**config.mk**
```make
export PLATFORM = sky130hd
export DESIGN_NAME = overlapping_tile_grid_generator_flat
export DESIGN_NICKNAME = d
export VERILOG_FILES = /design/src/rtl/otg_pkg.sv /design/src/rtl/otg_in_if.sv /design/src/rtl/otg_out_if.sv /design/src/rtl/overlapping_tile_grid_generator.sv /design/src/rtl/otg_divider.sv /design/src/rtl/otg_front.sv /design/src/rtl/otg_job_fifo.sv /design/src/rtl/otg_back.sv /design/src/flat_wrapper.sv
export SDC_FILE = /design/constraint.sdc
export NUM_CORES = 1
export LEC_CHECK = 0
export BUFFER_PORTS_ARGS = -buffer_cell sky130_fd_sc_hd__buf_4
export CORE_MARGIN = 8
export CORE_UTILIZATION = 60
export DETAILED_ROUTE_END_ITERATION = 8
export PLACE_DENSITY = 0.82
export SYNTH_ARGS = -nofsm -noshare
export SYNTH_HDL_FRONTEND = slang
export SYNTH_SLANG_ARGS = --single-unit
```
**constraint.sdc**
```tcl
create_clock -name clk -period 13.3 [get_ports clk]
set_clock_uncertainty 0.1 [all_clocks]
set_input_delay 0.665 -clock clk [delete_from_list [all_inputs] [get_ports clk]]
set_output_delay 0.665 -clock clk [all_outputs]
set_load 0.02 [all_outputs]
```
**src/rtl/otg_pkg.sv**
```systemverilog
// Shared types and constants for the overlapping tile grid generator.
package otg_pkg;

  localparam int DIM_W       = 16;
  localparam int MAX_COLUMNS = 8;
  localparam int MAX_ROWS    = 8;
  localparam int CNT_W       = 4;
  localparam int COL_IDX_W   = $clog2(MAX_COLUMNS);
  localparam int ROW_IDX_W   = $clog2(MAX_ROWS);
  localparam int RESULT_CAP  = 64;
  localparam int LIMIT_W     = 7;
  localparam int NUM_W       = 6;
  localparam int OVL_W       = 16;
  localparam int HALF_W      = OVL_W - 1;
  localparam int CFG_IDX_W   = 2;
  localparam int CFG_DATA_W  = 16;
  localparam int STEP_W      = $clog2(DIM_W + 1);

  typedef enum logic [CFG_IDX_W-1:0] {
    CFG_GRID_COLUMNS   = 2'd0,
    CFG_GRID_ROWS      = 2'd1,
    CFG_OVERLAP_PIXELS = 2'd2,
    CFG_TILE_LIMIT     = 2'd3
  } cfg_reg_t;

  typedef enum logic [1:0] {
    FE_IDLE,
    FE_DIV_W,
    FE_DIV_H,
    FE_PUSH
  } fe_state_t;

  // Effective settings after clamping.
  typedef struct packed {
    logic [CNT_W-1:0]   cols;
    logic [CNT_W-1:0]   rows;
    logic [LIMIT_W-1:0] limit;
    logic [HALF_W-1:0]  half;
  } grid_cfg_t;

  // One classified request, passed from front to back.
  typedef struct packed {
    logic [DIM_W-1:0]   img_w;
    logic [DIM_W-1:0]   img_h;
    logic [DIM_W-1:0]   cell_w;
    logic [DIM_W-1:0]   cell_h;
    grid_cfg_t          cfg;
    logic               empty;
  } job_t;

endpackage

```
**src/rtl/otg_in_if.sv**
```systemverilog
// Request channel: image size with valid/ready handshake.
interface otg_in_if;
  logic                     valid;
  logic                     ready;
  logic [otg_pkg::DIM_W-1:0] image_width;
  logic [otg_pkg::DIM_W-1:0] image_height;

  modport source (output valid, output image_width, output image_height, input ready);
  modport sink   (input valid, input image_width, input image_height, output ready);
endinterface

```
**src/rtl/otg_out_if.sv**
```systemverilog
// Tile channel: one tile rectangle per beat with valid/ready handshake.
interface otg_out_if;
  logic                      valid;
  logic                      ready;
  logic [otg_pkg::DIM_W-1:0] tile_x;
  logic [otg_pkg::DIM_W-1:0] tile_y;
  logic [otg_pkg::DIM_W-1:0] tile_width;
  logic [otg_pkg::DIM_W-1:0] tile_height;
  logic [otg_pkg::NUM_W-1:0] tile_number;
  logic                      no_tiles;
  logic                      last_tile;

  modport source (output valid, output tile_x, output tile_y, output tile_width,
                  output tile_height, output tile_number, output no_tiles,
                  output last_tile, input ready);
  modport sink   (input valid, input tile_x, input tile_y, input tile_width,
                  input tile_height, input tile_number, input no_tiles,
                  input last_tile, output ready);
endinterface

```
**src/rtl/overlapping_tile_grid_generator.sv**
```systemverilog
// Top level of the overlapping tile grid generator: settings, front, queue, back.
//
// Each request beat carries an image width and height; the block answers with
// the tiles of a grid_columns x grid_rows grid in row-major order, each base
// cell grown by half the overlap on every side and clipped to the image, and
// stops after tile_limit tiles. The final beat of a run has last_tile set. A
// zero size, or an image narrower or shorter than the grid, gives a single
// beat with no_tiles and last_tile set. The front end holds each request
// through two 16-step serial divisions by the column and row counts in one
// shared divider, then a push state that queues the job, and only then
// returns to idle, so a new request beat is taken only after the job is queued.
// The back end loads a queued job into its registers and then emits one
// tile per cycle while the receiver keeps up. With the two-entry job queue
// the front end works on the next request while the back end is still
// emitting the current one; a full queue holds the front end and a stalled
// receiver holds the back end. Settings are sampled as a request is taken;
// write them only while the block is idle.
module overlapping_tile_grid_generator (
  input  logic                            clk,
  input  logic                            rst_n,
  input  logic                            cfg_we,
  input  logic [otg_pkg::CFG_IDX_W-1:0]   cfg_index,
  input  logic [otg_pkg::CFG_DATA_W-1:0]  cfg_data,
  otg_in_if.sink                          in_ch,
  otg_out_if.source                       out_ch
);

  logic [otg_pkg::CNT_W-1:0]   grid_columns_r;
  logic [otg_pkg::CNT_W-1:0]   grid_rows_r;
  logic [otg_pkg::OVL_W-1:0]   overlap_r;
  logic [otg_pkg::LIMIT_W-1:0] tile_limit_r;
  otg_pkg::grid_cfg_t          cfg;

  logic          push, full, pop, empty;
  otg_pkg::job_t push_job, pop_job;

  // Settings registers; hold their value between writes.
  always_ff @(posedge clk) begin
    if (!rst_n) begin
      grid_columns_r <= otg_pkg::CNT_W'(3);
      grid_rows_r    <= otg_pkg::CNT_W'(3);
      overlap_r      <= '0;
      tile_limit_r   <= otg_pkg::LIMIT_W'(otg_pkg::RESULT_CAP);
    end else if (cfg_we) begin
      unique case (cfg_index)
        otg_pkg::CFG_GRID_COLUMNS:   grid_columns_r <= cfg_data[otg_pkg::CNT_W-1:0];
        otg_pkg::CFG_GRID_ROWS:      grid_rows_r    <= cfg_data[otg_pkg::CNT_W-1:0];
        otg_pkg::CFG_OVERLAP_PIXELS: overlap_r      <= cfg_data[otg_pkg::OVL_W-1:0];
        otg_pkg::CFG_TILE_LIMIT:     tile_limit_r   <= cfg_data[otg_pkg::LIMIT_W-1:0];
        default:                     overlap_r      <= overlap_r;
      endcase
    end
  end

  // Clamp: a zero count acts as one, a large count saturates at the grid maximum,
  // a zero or oversized limit acts as the full result cap.
  always_comb begin
    if (grid_columns_r == '0) begin
      cfg.cols = otg_pkg::CNT_W'(1);
    end else if (grid_columns_r > otg_pkg::CNT_W'(otg_pkg::MAX_COLUMNS)) begin
      cfg.cols = otg_pkg::CNT_W'(otg_pkg::MAX_COLUMNS);
    end else begin
      cfg.cols = grid_columns_r;
    end
    if (grid_rows_r == '0) begin
      cfg.rows = otg_pkg::CNT_W'(1);
    end else if (grid_rows_r > otg_pkg::CNT_W'(otg_pkg::MAX_ROWS)) begin
      cfg.rows = otg_pkg::CNT_W'(otg_pkg::MAX_ROWS);
    end else begin
      cfg.rows = grid_rows_r;
    end
    if (tile_limit_r == '0 || tile_limit_r > otg_pkg::LIMIT_W'(otg_pkg::RESULT_CAP)) begin
      cfg.limit = otg_pkg::LIMIT_W'(otg_pkg::RESULT_CAP);
    end else begin
      cfg.limit = tile_limit_r;
    end
    cfg.half = overlap_r[otg_pkg::OVL_W-1:1];
  end

  otg_front u_front (
    .clk      (clk),
    .rst_n    (rst_n),
    .in_ch    (in_ch),
    .cfg      (cfg),
    .push     (push),
    .push_job (push_job),
    .full     (full)
  );

  otg_job_fifo u_fifo (
    .clk      (clk),
    .rst_n    (rst_n),
    .push     (push),
    .push_job (push_job),
    .full     (full),
    .pop      (pop),
    .pop_job  (pop_job),
    .empty    (empty)
  );

  otg_back u_back (
    .clk     (clk),
    .rst_n   (rst_n),
    .empty   (empty),
    .pop_job (pop_job),
    .pop     (pop),
    .out_ch  (out_ch)
  );

endmodule

```
**src/rtl/otg_divider.sv**
```systemverilog
// Restoring divider: one quotient bit per cycle, small divisor.
module otg_divider (
  input  logic                       clk,
  input  logic                       rst_n,
  input  logic                       start,
  input  logic [otg_pkg::DIM_W-1:0]  dividend,
  input  logic [otg_pkg::CNT_W-1:0]  divisor,
  output logic                       done,
  output logic [otg_pkg::DIM_W-1:0]  quotient
);

  logic [otg_pkg::DIM_W-1:0]  quo_r,  quo_nxt;
  logic [otg_pkg::CNT_W-1:0]  rem_r,  rem_nxt;
  logic [otg_pkg::CNT_W-1:0]  div_r,  div_nxt;
  logic [otg_pkg::STEP_W-1:0] step_r, step_nxt;
  logic                       busy_r, busy_nxt;
  logic                       done_r, done_nxt;
  logic [otg_pkg::CNT_W:0]    trial;
  logic                       fits;

  always_comb begin
    trial    = {rem_r, quo_r[otg_pkg::DIM_W-1]};
    fits     = trial >= {1'b0, div_r};
    quo_nxt  = quo_r;
    rem_nxt  = rem_r;
    div_nxt  = div_r;
    step_nxt = step_r;
    busy_nxt = busy_r;
    done_nxt = 1'b0;
    if (start) begin
      quo_nxt  = dividend;
      rem_nxt  = '0;
      div_nxt  = divisor;
      step_nxt = '0;
      busy_nxt = 1'b1;
    end else if (busy_r) begin
      quo_nxt = {quo_r[otg_pkg::DIM_W-2:0], fits};
      rem_nxt = fits ? otg_pkg::CNT_W'(trial - {1'b0, div_r}) : trial[otg_pkg::CNT_W-1:0];
      step_nxt = step_r + 1'b1;
      if (step_r == otg_pkg::STEP_W'(otg_pkg::DIM_W - 1)) begin
        busy_nxt = 1'b0;
        done_nxt = 1'b1;
      end
    end
  end

  always_ff @(posedge clk) begin
    if (!rst_n) begin
      busy_r <= 1'b0;
      done_r <= 1'b0;
      step_r <= '0;
    end else begin
      busy_r <= busy_nxt;
      done_r <= done_nxt;
      step_r <= step_nxt;
    end
    quo_r <= quo_nxt;
    rem_r <= rem_nxt;
    div_r <= div_nxt;
  end

  assign done     = done_r;
  assign quotient = quo_r;

endmodule

```
**src/rtl/otg_front.sv**
```systemverilog
// Front end: accept a request, work out the base cell, classify, queue the job.
module otg_front (
  input  logic               clk,
  input  logic               rst_n,
  otg_in_if.sink             in_ch,
  input  otg_pkg::grid_cfg_t cfg,
  output logic               push,
  output otg_pkg::job_t      push_job,
  input  logic               full
);

  otg_pkg::fe_state_t state_r, state_nxt;

  logic [otg_pkg::DIM_W-1:0] img_w_r, img_h_r, cell_w_r, cell_h_r;
  otg_pkg::grid_cfg_t        cfg_r;
  logic                      div_start, div_done;
  logic [otg_pkg::DIM_W-1:0] div_dividend, div_quotient;
  logic [otg_pkg::CNT_W-1:0] div_divisor;
  logic                      accept;

  otg_divider u_div (
    .clk      (clk),
    .rst_n    (rst_n),
    .start    (div_start),
    .dividend (div_dividend),
    .divisor  (div_divisor),
    .done     (div_done),
    .quotient (div_quotient)
  );

  assign accept = in_ch.valid && in_ch.ready;

  always_comb begin
    state_nxt = state_r;
    unique case (state_r)
      otg_pkg::FE_IDLE:  if (in_ch.valid) state_nxt = otg_pkg::FE_DIV_W;
      otg_pkg::FE_DIV_W: if (div_done)    state_nxt = otg_pkg::FE_DIV_H;
      otg_pkg::FE_DIV_H: if (div_done)    state_nxt = otg_pkg::FE_PUSH;
      otg_pkg::FE_PUSH:  if (!full)       state_nxt = otg_pkg::FE_IDLE;
      default:                            state_nxt = otg_pkg::FE_IDLE;
    endcase
  end

  always_comb begin
    in_ch.ready  = 1'b0;
    div_start    = 1'b0;
    div_dividend = img_h_r;
    div_divisor  = cfg_r.rows;
    push         = 1'b0;
    unique case (state_r)
      otg_pkg::FE_IDLE: begin
        in_ch.ready  = 1'b1;
        div_start    = in_ch.valid;
        div_dividend = in_ch.image_width;
        div_divisor  = cfg.cols;
      end
      otg_pkg::FE_DIV_W: div_start = div_done;
      otg_pkg::FE_DIV_H: div_start = 1'b0;
      otg_pkg::FE_PUSH:  push      = !full;
      default:           push      = 1'b0;
    endcase
  end

  always_ff @(posedge clk) begin
    if (!rst_n) begin
      state_r <= otg_pkg::FE_IDLE;
    end else begin
      state_r <= state_nxt;
    end
    if (accept) begin
      img_w_r <= in_ch.image_width;
      img_h_r <= in_ch.image_height;
      cfg_r   <= cfg;
    end
    if (div_done && state_r == otg_pkg::FE_DIV_W) cell_w_r <= div_quotient;
    if (div_done && state_r == otg_pkg::FE_DIV_H) cell_h_r <= div_quotient;
  end

  always_comb begin
    push_job.img_w  = img_w_r;
    push_job.img_h  = img_h_r;
    push_job.cell_w = cell_w_r;
    push_job.cell_h = cell_h_r;
    push_job.cfg    = cfg_r;
    push_job.empty  = (img_w_r == '0) || (img_h_r == '0) ||
                      (cell_w_r == '0) || (cell_h_r == '0);
  end

endmodule

```
**src/rtl/otg_job_fifo.sv**
```systemverilog
// Two-entry job queue between front and back ends.
module otg_job_fifo (
  input  logic          clk,
  input  logic          rst_n,
  input  logic          push,
  input  otg_pkg::job_t push_job,
  output logic          full,
  input  logic          pop,
  output otg_pkg::job_t pop_job,
  output logic          empty
);

  otg_pkg::job_t slot_r [2];
  logic          wr_ptr_r, wr_ptr_nxt;
  logic          rd_ptr_r, rd_ptr_nxt;
  logic [1:0]    fill_r,   fill_nxt;

  assign full    = fill_r == 2'd2;
  assign empty   = fill_r == 2'd0;
  assign pop_job = slot_r[rd_ptr_r];

  always_comb begin
    wr_ptr_nxt = push ? ~wr_ptr_r : wr_ptr_r;
    rd_ptr_nxt = pop  ? ~rd_ptr_r : rd_ptr_r;
    fill_nxt   = fill_r + {1'b0, push} - {1'b0, pop};
  end

  always_ff @(posedge clk) begin
    if (!rst_n) begin
      wr_ptr_r <= 1'b0;
      rd_ptr_r <= 1'b0;
      fill_r   <= 2'd0;
    end else begin
      wr_ptr_r <= wr_ptr_nxt;
      rd_ptr_r <= rd_ptr_nxt;
      fill_r   <= fill_nxt;
    end
    if (push) slot_r[wr_ptr_r] <= push_job;
  end

endmodule

```
**src/rtl/otg_back.sv**
```systemverilog
// Back end: walk the grid of one job and emit one tile per beat.
module otg_back (
  input  logic          clk,
  input  logic          rst_n,
  input  logic          empty,
  input  otg_pkg::job_t pop_job,
  output logic          pop,
  otg_out_if.source     out_ch
);

  otg_pkg::job_t                 job_r;
  logic                          active_r, active_nxt;
  logic [otg_pkg::COL_IDX_W-1:0] col_r, col_nxt;
  logic [otg_pkg::ROW_IDX_W-1:0] row_r, row_nxt;
  logic [otg_pkg::DIM_W-1:0]     bx_r, bx_nxt, by_r, by_nxt;
  logic [otg_pkg::LIMIT_W-1:0]   count_r, count_nxt;
  logic                          out_valid_r, out_valid_nxt;

  logic [otg_pkg::DIM_W-1:0]   x_r, y_r, w_r, h_r;
  logic [otg_pkg::NUM_W-1:0]   num_r;
  logic                        none_r, last_r;

  logic [otg_pkg::DIM_W-1:0]   half, x0, y0, x1, y1;
  logic [otg_pkg::DIM_W+1:0]   x1_full, y1_full;
  logic                        col_end, row_end, limit_hit, last, emit;

  assign half = otg_pkg::DIM_W'(job_r.cfg.half);
  assign emit = active_r && (!out_valid_r || out_ch.ready);
  assign pop  = !active_r && !empty;

  always_comb begin
    x0 = (bx_r > half) ? bx_r - half : '0;
    y0 = (by_r > half) ? by_r - half : '0;
    x1_full = {2'b00, bx_r} + {2'b00, job_r.cell_w} + {2'b00, half};
    y1_full = {2'b00, by_r} + {2'b00, job_r.cell_h} + {2'b00, half};
    x1 = (x1_full > {2'b00, job_r.img_w}) ? job_r.img_w : x1_full[otg_pkg::DIM_W-1:0];
    y1 = (y1_full > {2'b00, job_r.img_h}) ? job_r.img_h : y1_full[otg_pkg::DIM_W-1:0];
    col_end   = (otg_pkg::CNT_W'(col_r) + 1'b1) == job_r.cfg.cols;
    row_end   = (otg_pkg::CNT_W'(row_r) + 1'b1) == job_r.cfg.rows;
    limit_hit = (count_r + 1'b1) == job_r.cfg.limit;
    last      = job_r.empty || limit_hit || (col_end && row_end);
  end

  // Grid walk: advance column, wrap to next row, stop on the last tile.
  always_comb begin
    active_nxt = active_r;
    col_nxt    = col_r;
    row_nxt    = row_r;
    bx_nxt     = bx_r;
    by_nxt     = by_r;
    count_nxt  = count_r;
    if (pop) begin
      active_nxt = 1'b1;
      col_nxt    = '0;
      row_nxt    = '0;
      bx_nxt     = '0;
      by_nxt     = '0;
      count_nxt  = '0;
    end else if (emit) begin
      count_nxt = count_r + 1'b1;
      if (last) begin
        active_nxt = 1'b0;
      end else if (col_end) begin
        col_nxt = '0;
        bx_nxt  = '0;
        row_nxt = row_r + 1'b1;
        by_nxt  = by_r + job_r.cell_h;
      end else begin
        col_nxt = col_r + 1'b1;
        bx_nxt  = bx_r + job_r.cell_w;
      end
    end
    out_valid_nxt = emit ? 1'b1 : (out_ch.ready ? 1'b0 : out_valid_r);
  end

  always_ff @(posedge clk) begin
    if (!rst_n) begin
      active_r    <= 1'b0;
      out_valid_r <= 1'b0;
    end else begin
      active_r    <= active_nxt;
      out_valid_r <= out_valid_nxt;
    end
    col_r   <= col_nxt;
    row_r   <= row_nxt;
    bx_r    <= bx_nxt;
    by_r    <= by_nxt;
    count_r <= count_nxt;
    if (pop) job_r <= pop_job;
    if (emit) begin
      if (job_r.empty) begin
        x_r   <= '0;
        y_r   <= '0;
        w_r   <= '0;
        h_r   <= '0;
        num_r <= '0;
      end else begin
        x_r   <= x0;
        y_r   <= y0;
        w_r   <= x1 - x0;
        h_r   <= y1 - y0;
        num_r <= count_r[otg_pkg::NUM_W-1:0];
      end
      none_r <= job_r.empty;
      last_r <= last;
    end
  end

  assign out_ch.valid       = out_valid_r;
  assign out_ch.tile_x      = x_r;
  assign out_ch.tile_y      = y_r;
  assign out_ch.tile_width  = w_r;
  assign out_ch.tile_height = h_r;
  assign out_ch.tile_number = num_r;
  assign out_ch.no_tiles    = none_r;
  assign out_ch.last_tile   = last_r;

endmodule

```
**src/flat_wrapper.sv**
```systemverilog
// flat-port wrapper written by rule: the top's interface ports become plain ports
module overlapping_tile_grid_generator_flat 
  (clk, rst_n, cfg_we, cfg_index, cfg_data, in_ch_valid, in_ch_image_width, in_ch_image_height, in_ch_ready, out_ch_valid, out_ch_tile_x, out_ch_tile_y, out_ch_tile_width, out_ch_tile_height, out_ch_tile_number, out_ch_no_tiles, out_ch_last_tile, out_ch_ready);
  otg_in_if in_ch_i ();
  otg_out_if out_ch_i ();
  input  logic clk;
  input  logic rst_n;
  input  logic cfg_we;
  input  logic [otg_pkg::CFG_IDX_W-1:0] cfg_index;
  input  logic [otg_pkg::CFG_DATA_W-1:0] cfg_data;
  input wire logic [$bits(in_ch_i.valid)-1:0] in_ch_valid;
  input wire logic [$bits(in_ch_i.image_width)-1:0] in_ch_image_width;
  input wire logic [$bits(in_ch_i.image_height)-1:0] in_ch_image_height;
  output wire logic [$bits(in_ch_i.ready)-1:0] in_ch_ready;
  output wire logic [$bits(out_ch_i.valid)-1:0] out_ch_valid;
  output wire logic [$bits(out_ch_i.tile_x)-1:0] out_ch_tile_x;
  output wire logic [$bits(out_ch_i.tile_y)-1:0] out_ch_tile_y;
  output wire logic [$bits(out_ch_i.tile_width)-1:0] out_ch_tile_width;
  output wire logic [$bits(out_ch_i.tile_height)-1:0] out_ch_tile_height;
  output wire logic [$bits(out_ch_i.tile_number)-1:0] out_ch_tile_number;
  output wire logic [$bits(out_ch_i.no_tiles)-1:0] out_ch_no_tiles;
  output wire logic [$bits(out_ch_i.last_tile)-1:0] out_ch_last_tile;
  input wire logic [$bits(out_ch_i.ready)-1:0] out_ch_ready;
  assign in_ch_i.valid = in_ch_valid;
  assign in_ch_i.image_width = in_ch_image_width;
  assign in_ch_i.image_height = in_ch_image_height;
  assign in_ch_ready = in_ch_i.ready;
  assign out_ch_valid = out_ch_i.valid;
  assign out_ch_tile_x = out_ch_i.tile_x;
  assign out_ch_tile_y = out_ch_i.tile_y;
  assign out_ch_tile_width = out_ch_i.tile_width;
  assign out_ch_tile_height = out_ch_i.tile_height;
  assign out_ch_tile_number = out_ch_i.tile_number;
  assign out_ch_no_tiles = out_ch_i.no_tiles;
  assign out_ch_last_tile = out_ch_i.last_tile;
  assign out_ch_i.ready = out_ch_ready;
  overlapping_tile_grid_generator u_core (.clk(clk), .rst_n(rst_n), .cfg_we(cfg_we), .cfg_index(cfg_index), .cfg_data(cfg_data), .in_ch(in_ch_i), .out_ch(out_ch_i));
endmodule
```
==> flow_summary.yaml, run 1 <==
timing:
  worst_slew_pin_slew_ns: 1.26
  max_clock_freq_ghz: 0.132
  min_period_ns: 7.55
  finalSetupViolCount: 0
  drv_slew: 0
  setup_tns_ns: 0
  relSlewSlack_pct: 16.0
  fin_crit_sh_pct: 56.8
  hold_viol_final: 0
  whs_ns: 0.138
  rsz0062_at_grt: "false"
floorplanning:
  die_y_um: 230
  floorplan.initialDensity_pct: 60.7
  io_pins: 129
  chipWidth_um: 230
  core_region_area_um2: 45300
  num_rows: 78
  dieArea_um2: 52900
hold_path:
  hold_depth: 1
  min-delay-start: "in_ch_image_height[6]"
  hp-class: "in -> reg"
  hold_end: "u_core.u_front.img_h_r[6]"
synth:
  synth_area_leaders: "edfxtp_1 51%, ha_1 7.7%, dfxtp_1 6.8%, mux2_2 5.1%, fa_1 2.8%"
  synth_edf_count: 471
  yosysSeqAreaShare_pct: 58.3
  yosys.area.top_type: "edfxtp_1"
  synthCells: 2139
  yosysMostFrequentCell: "edfxtp_1"
  synth_fp_nets: 2402
  yosysWarnings: 0
  ys_ff_latch: 565
  synth_cell_types: 79
  synth_area_per_cell_um2: 12.9
  ys_async_sr_fraction_pct: 0
  synth_top_flop_cell: "edfxtp_1"
  synth_commonest_cells: "471 x edfxtp_1, 174 x nand2_1, 169 x ha_1"
  synth_top_area_share_pct: 51.4
  syn_area_um2: 27500
clocking:
  cts_num_sinks: 565
  cts_root_buf: "clkbuf_16"
  ctsHoldBuffers: 0
  cts_resized: 0
  cts_max_path_buffers: 3
  tritoncts: "built"
  cts_setup_buffers: 0
  htreeDepth: 2
  clk_latency_ns: 0.61
  clk_pin_slew_ns: 0.06
  numCtsBuffers: 54
worst_setup_path:
  arrival_ns: 7.82
  cp_slowest_cell: "fa_1"
  cp.required_ns: 13.57
  rrSetupSlack_ns: 5.75
  path_delay_family: "compound AO/OA/AOI/OAI gates"
  worst-r2r-cell-count: 29
  slowest_delay_ns: 0.51
  cp_max_fo: 15
  path_buf_inv: 1
  startpoint_type: "register"
  r2r-start: "u_core.u_back.job_r[48]"
  cp-end-kind: "register"
  reg2reg_to: "u_core.u_back.out_ch.tile_width[14]"
  crit_type: "reg -> reg"
placed_design:
  port_buffers: 128
  hpwl_um: 46300
  place.gp.congestion: 0.934
global_routing:
  grt_pass1_vias: 17400
  grt_usage_pct: 23.3
  grt_antenna_before_repair: 0
  grt_remaining_overflow: 0
  grt_first_pass_wirelength_um: 97300
  grt_max_degree: 83
layout:
  area_growth_pct: 12.4
  finalNetCount: 2547
  fillers: 3071
  largest_reg_flops: 190
  n_antenna_cell: 0
  drive_above_1_share_pct: 16.1
  largest_register: "u_core.u_fifo.slot_r"
route:
  drc: 0
  wirelength_um: 63300
  firstDrtPassIters: 6
  num_vias: 17600
  ant_nets: 0
  first_iter_violations: 1533
  viasPerCell: 6.02
  avgRoutedWirePerCell_um: 21.6
outcome:
  status: "completed"
job:
  maxCapViolations: 0
-- area by class of cell --
class	count	area [um^2]	share of cell area (%)
Clock buffer	69	1460	4.72
Inverter	98	372	1.20
Tap cell	600	751	2.43
Multi-Input combinational cell	1425	10900	35.4
Sequential cell	565	16000	51.9
Clock inverter	32	317	1.02
Timing Repair Buffer	140	1050	3.40
-- how the worst max path moves through the flow --
stage / start / endpoint / slack (ns) / depth (start not counted)
finish: u_core.u_back.job_r[48] / u_core.u_back.out_ch.tile_width[14] / 5.75 / 29
global route: u_core.u_back.bx_r[1] / u_core.u_back.out_ch.tile_width[14] / 5.20 / 29
CTS: u_core.u_back.bx_r[1] / u_core.u_back.out_ch.tile_width[14] / 5.79 / 29
detailed placement: u_core.u_back.job_r[48] / u_core.u_back.out_ch.tile_width[14] / 5.85 / 29
global placement: u_core.u_back.job_r[48] / u_core.u_back.out_ch.tile_width[14] / 5.97 / 29
floorplan: u_core.u_back.job_r[48] / u_core.u_back.out_ch.tile_width[14] / 6.47 / 30
-- per-stage QoR --
| step | cells | worst slack [ns] | utilization, % | instance area [um^2] |
|---|---|---|---|---|
| final | 2929 | 5.75 | 68.3 | 30900 |
| after CTS | 2929 | 5.79 | 68.3 | 30900 |
| after floorplan | 2139 | 6.47 | - | 27500 |
| after global placement | 2828 | 5.97 | 64.3 | 29100 |
| after detailed placement | 2828 | 5.85 | 64.3 | 29100 |
| after global routing | 2929 | 5.20 | 68.3 | 30900 |
-- metal layers --
| layer | track usage [%] | wire length [um] |
|---|---|---|
| met1 | 31.7 | 27200 |
| met2 | 37.8 | 29500 |
| met3 | 4.65 | 4900 |
| met4 | 7.25 | 1750 |
| met5 | 0 | 0 |
-- cell families (layout without fill, tap and decap cells) --
| family | Yosys count | after routing | synth area share, % |
|---|---|---|---|
| AO/OA/AOI/OAI | 372 | 372 | 9.05 |
| XOR/XNOR | 128 | 128 | 4.13 |
| adder cells (fa/ha/maj) | 208 | 208 | 10.5 |
| buffers and inverters | 149 | 339 | 2.05 |
| flip-flops | 565 | 565 | 58.3 |
| multiplexers | 164 | 164 | 6.55 |
| AND/OR/NAND/NOR | 553 | 553 | 9.44 |
-- worst reg2reg max path: cells and delay by family, from the launching register on --
kind / cells / cell delay (ns)
multiplexers: 2 / 0.55
AND/OR/NAND/NOR: 3 / 0.34
AO/OA/AOI/OAI: 16 / 3.56
XOR/XNOR: 1 / 0.16
adder cells (fa/ha/maj): 6 / 2.06
buffers and inverters: 1 / 0.06
flip-flops: 1 / 0.47
-- placed cells by master (no fill, tap or decap), drive strengths merged, types with 18 or more instances in the layout --
cell / n
edfxtp: 471
nand2: 175
ha: 169
nor2: 158
buf: 140
mux2: 127
a21oi: 116
inv: 102
dfxtp: 94
xnor2: 79
o21ai: 74
clkbuf: 69
xor2: 48
nor2b: 45
a21o: 42
fa: 39
mux2i: 37
nand3: 30
nor3: 28
and3: 21
nor4: 19
a21boi: 18
clkinv: 18
Power of run 1 is not shown: default switching activity piles up to over one toggle a cycle in this logic, so the estimate is an artifact.
==> run 2, diff against run 1 <==
Settings changed: ABC_AREA set to 1.
Clock period 13.3 ns to 7.5 ns, I/O delays scaled along.
==> flow_summary.yaml, run 2 <==
timing:
  fin_ws_ns: 1.19
  worst_slew_pin_slew_ns: 1.07
  fin_crit_sh_pct: 84.1
  relSlewSlack_pct: 28.5
  min_period_ns: 6.31
  finalSetupViolCount: 0
  rsz0062_at_grt: "false"
  drv_slew: 0
  max_clock_freq_ghz: 0.159
  hold_viol_final: 0
  setup_tns_ns: 0
route:
  drc: 0
  ant_nets: 0
  firstDrtPassIters: 7
  num_vias: 20400
  viasPerCell: 5.76
  first_iter_violations: 1957
  avgRoutedWirePerCell_um: 19.8
  wirelength_um: 70300
layout:
  largest_register: "u_core.u_fifo.slot_r"
  n_antenna_cell: 0
  final_common_cell: "nand2_1"
  largest_reg_flops: 190
  drive_above_1_share_pct: 9.27
  final_cell_mix: "691 x nand2_1, 471 x edfxtp_1, 246 x nor2_1"
  stdcell_count: 3541
  area_growth_pct: 13.8
  finalNetCount: 3151
worst_setup_path:
  startpoint_type: "register"
  worst-r2r-cell-count: 31
  cp-end-kind: "register"
  rrSetupSlack_ns: 1.19
  r2r-start: "u_core.u_back.bx_r[1]"
  cp.required_ns: 7.76
  crit_type: "reg -> reg"
  cp_slowest_cell: "dfxtp_1"
  crit_top_cell: "nand2_1"
  slowest_delay_ns: 0.51
  reg2reg_to: "u_core.u_back.out_ch.tile_width[13]"
  arrival_ns: 6.57
  cp_max_fo: 31
synth:
  synth_cell_types: 53
  synth_commonest_cells: "691 x nand2_1, 471 x edfxtp_1, 249 x nor2_1"
  synth_area_per_cell_um2: 10.3
  synth_top_area_share_pct: 50.9
  syn_area_um2: 27800
  synth_top_flop_cell: "edfxtp_1"
  yosys.area.top_type: "edfxtp_1"
  synth_fp_nets: 2965
  yosysWarnings: 0
  synthCells: 2702
  ys_async_sr_fraction_pct: 0
  synth_area_leaders: "edfxtp_1 51%, nand2_1 9.3%, ha_1 7.6%, dfxtp_1 6.8%, a21oi_1 3.6%"
  ys_ff_latch: 565
  yosysMostFrequentCell: "nand2_1"
  yosysSeqAreaShare_pct: 57.6
  synth_edf_count: 471
floorplanning:
  floorplan.initialDensity_pct: 60.2
  num_rows: 79
  die_y_um: 231
  chipWidth_um: 231
  core_region_area_um2: 46200
  io_pins: 129
  dieArea_um2: 53500
hold_path:
  min-delay-start: "cfg_index[0]"
  hp-class: "in -> reg"
  hold_end: "u_core.grid_columns_r[2]"
  hold_depth: 4
global_routing:
  grt_usage_pct: 25.9
  grt_remaining_overflow: 0
  grt_first_pass_wirelength_um: 109000
  grt_antenna_before_repair: 0
  grt_pass1_vias: 20000
  grt_max_degree: 98
clocking:
  clk_pin_slew_ns: 0.07
  cts_resized: 0
  cts_num_sinks: 565
  clk_latency_ns: 0.62
  htreeDepth: 2
  cts_setup_buffers: 0
  tritoncts: "built"
  numCtsBuffers: 55
  cts_root_buf: "clkbuf_16"
  cts_max_path_buffers: 3
placed_design:
  dp_cells: 3384
  place.gp.congestion: 0.974
  hpwl_um: 50700
  port_buffers: 128
  dpl_worst_slack_ns: 1.33
job:
  maxCapViolations: 0
outcome:
  status: "completed"
## run 2: cell count changes after synthesis, moves of 55 or more
cell / previous run / this run
nand3_1: 30 / 85
nor2_1: 158 / 249
mux2_2: 124 / 0
inv_1: 97 / 214
a21oi_1: 115 / 201
nand2_1: 174 / 691
o21ai_0: 69 / 125
## run 2: how the worst max path moves through the flow
stage	from	to	slack [ns]	cells past startpoint
after CTS	u_core.u_back.bx_r[1]	u_core.u_back.out_ch.tile_width[13]	1.29	31
after floorplan	u_core.u_front.state_r[0]	u_core.u_fifo.slot_r[1][0]	2.08	5
after detailed placement	u_core.u_back.job_r[48]	u_core.u_back.out_ch.tile_width[13]	1.33	30
after global placement	u_core.u_back.job_r[48]	u_core.u_back.out_ch.tile_width[12]	1.52	30
after global routing	u_core.u_back.job_r[48]	u_core.u_back.out_ch.tile_width[13]	0.62	31
final	u_core.u_back.bx_r[1]	u_core.u_back.out_ch.tile_width[13]	1.19	31
## run 2: timing repair
item                                    CTS  global route
endpoints found under the hold margin    59             0
hold buffers                             54             0
endpoints found under the setup margin    0             0
## run 2: kinds of logic (layout without fill, tap and decap cells)
group                    count (synthesis)  in the layout  share of synthesized area [%]
AO/OA/AOI/OAI                          440            440                           8.75
adder cells (fa/ha/maj)                208            208                           10.4
AND/OR/NAND/NOR                       1125           1125                           16.7
flip-flops                             565            565                           57.6
buffers and inverters                  283            515                           4.01
XOR/XNOR                                81             81                           2.55
## run 2: layout make-up
type	instances	area, um^2
Multi-Input combinational cell	1854	10700
Fill cell	3254	14500
Sequential cell	565	16000
Timing Repair Buffer	192	1580
Tap cell	607	759
Inverter	220	831
Clock inverter	31	295
Clock buffer	72	1480
## run 2: critical path, delay by kind of cell (launching register included)
family | cells | cell delay (ns)
compound gates | 10 | 1.60
xor+xnor | 1 | 0.19
fa+ha+maj | 5 | 1.81
buf+inv | 1 | 0.06
flops | 1 | 0.51
simple gates | 14 | 1.77
## run 2: routing by layer
metal | vias to the layer above | wire length (um) | GRT usage, %
li1 | 9648 | - | -
met1 | 9664 | 28500 | 33.8
met2 | 921 | 33700 | 43.5
met3 | 146 | 5420 | 3.48
met4 | 0 | 2600 | 10.5
met5 | - | 0 | 0
## run 2: metrics by stage
step / instance area (um^2) / hold slack [ns] / util, %
6_report: 31700 / 0.0455 / 68.6
3_3_place_gp: 29300 / 0.310 / 63.6
2_1_floorplan: 27800 / 0.303 / -
4_1_cts: 31700 / 0.00778 / 68.6
3_5_place_dp: 29300 / 0.313 / 63.6
5_1_grt: 31700 / 0.0691 / 68.6
Power of run 2 is left out for the same reason.
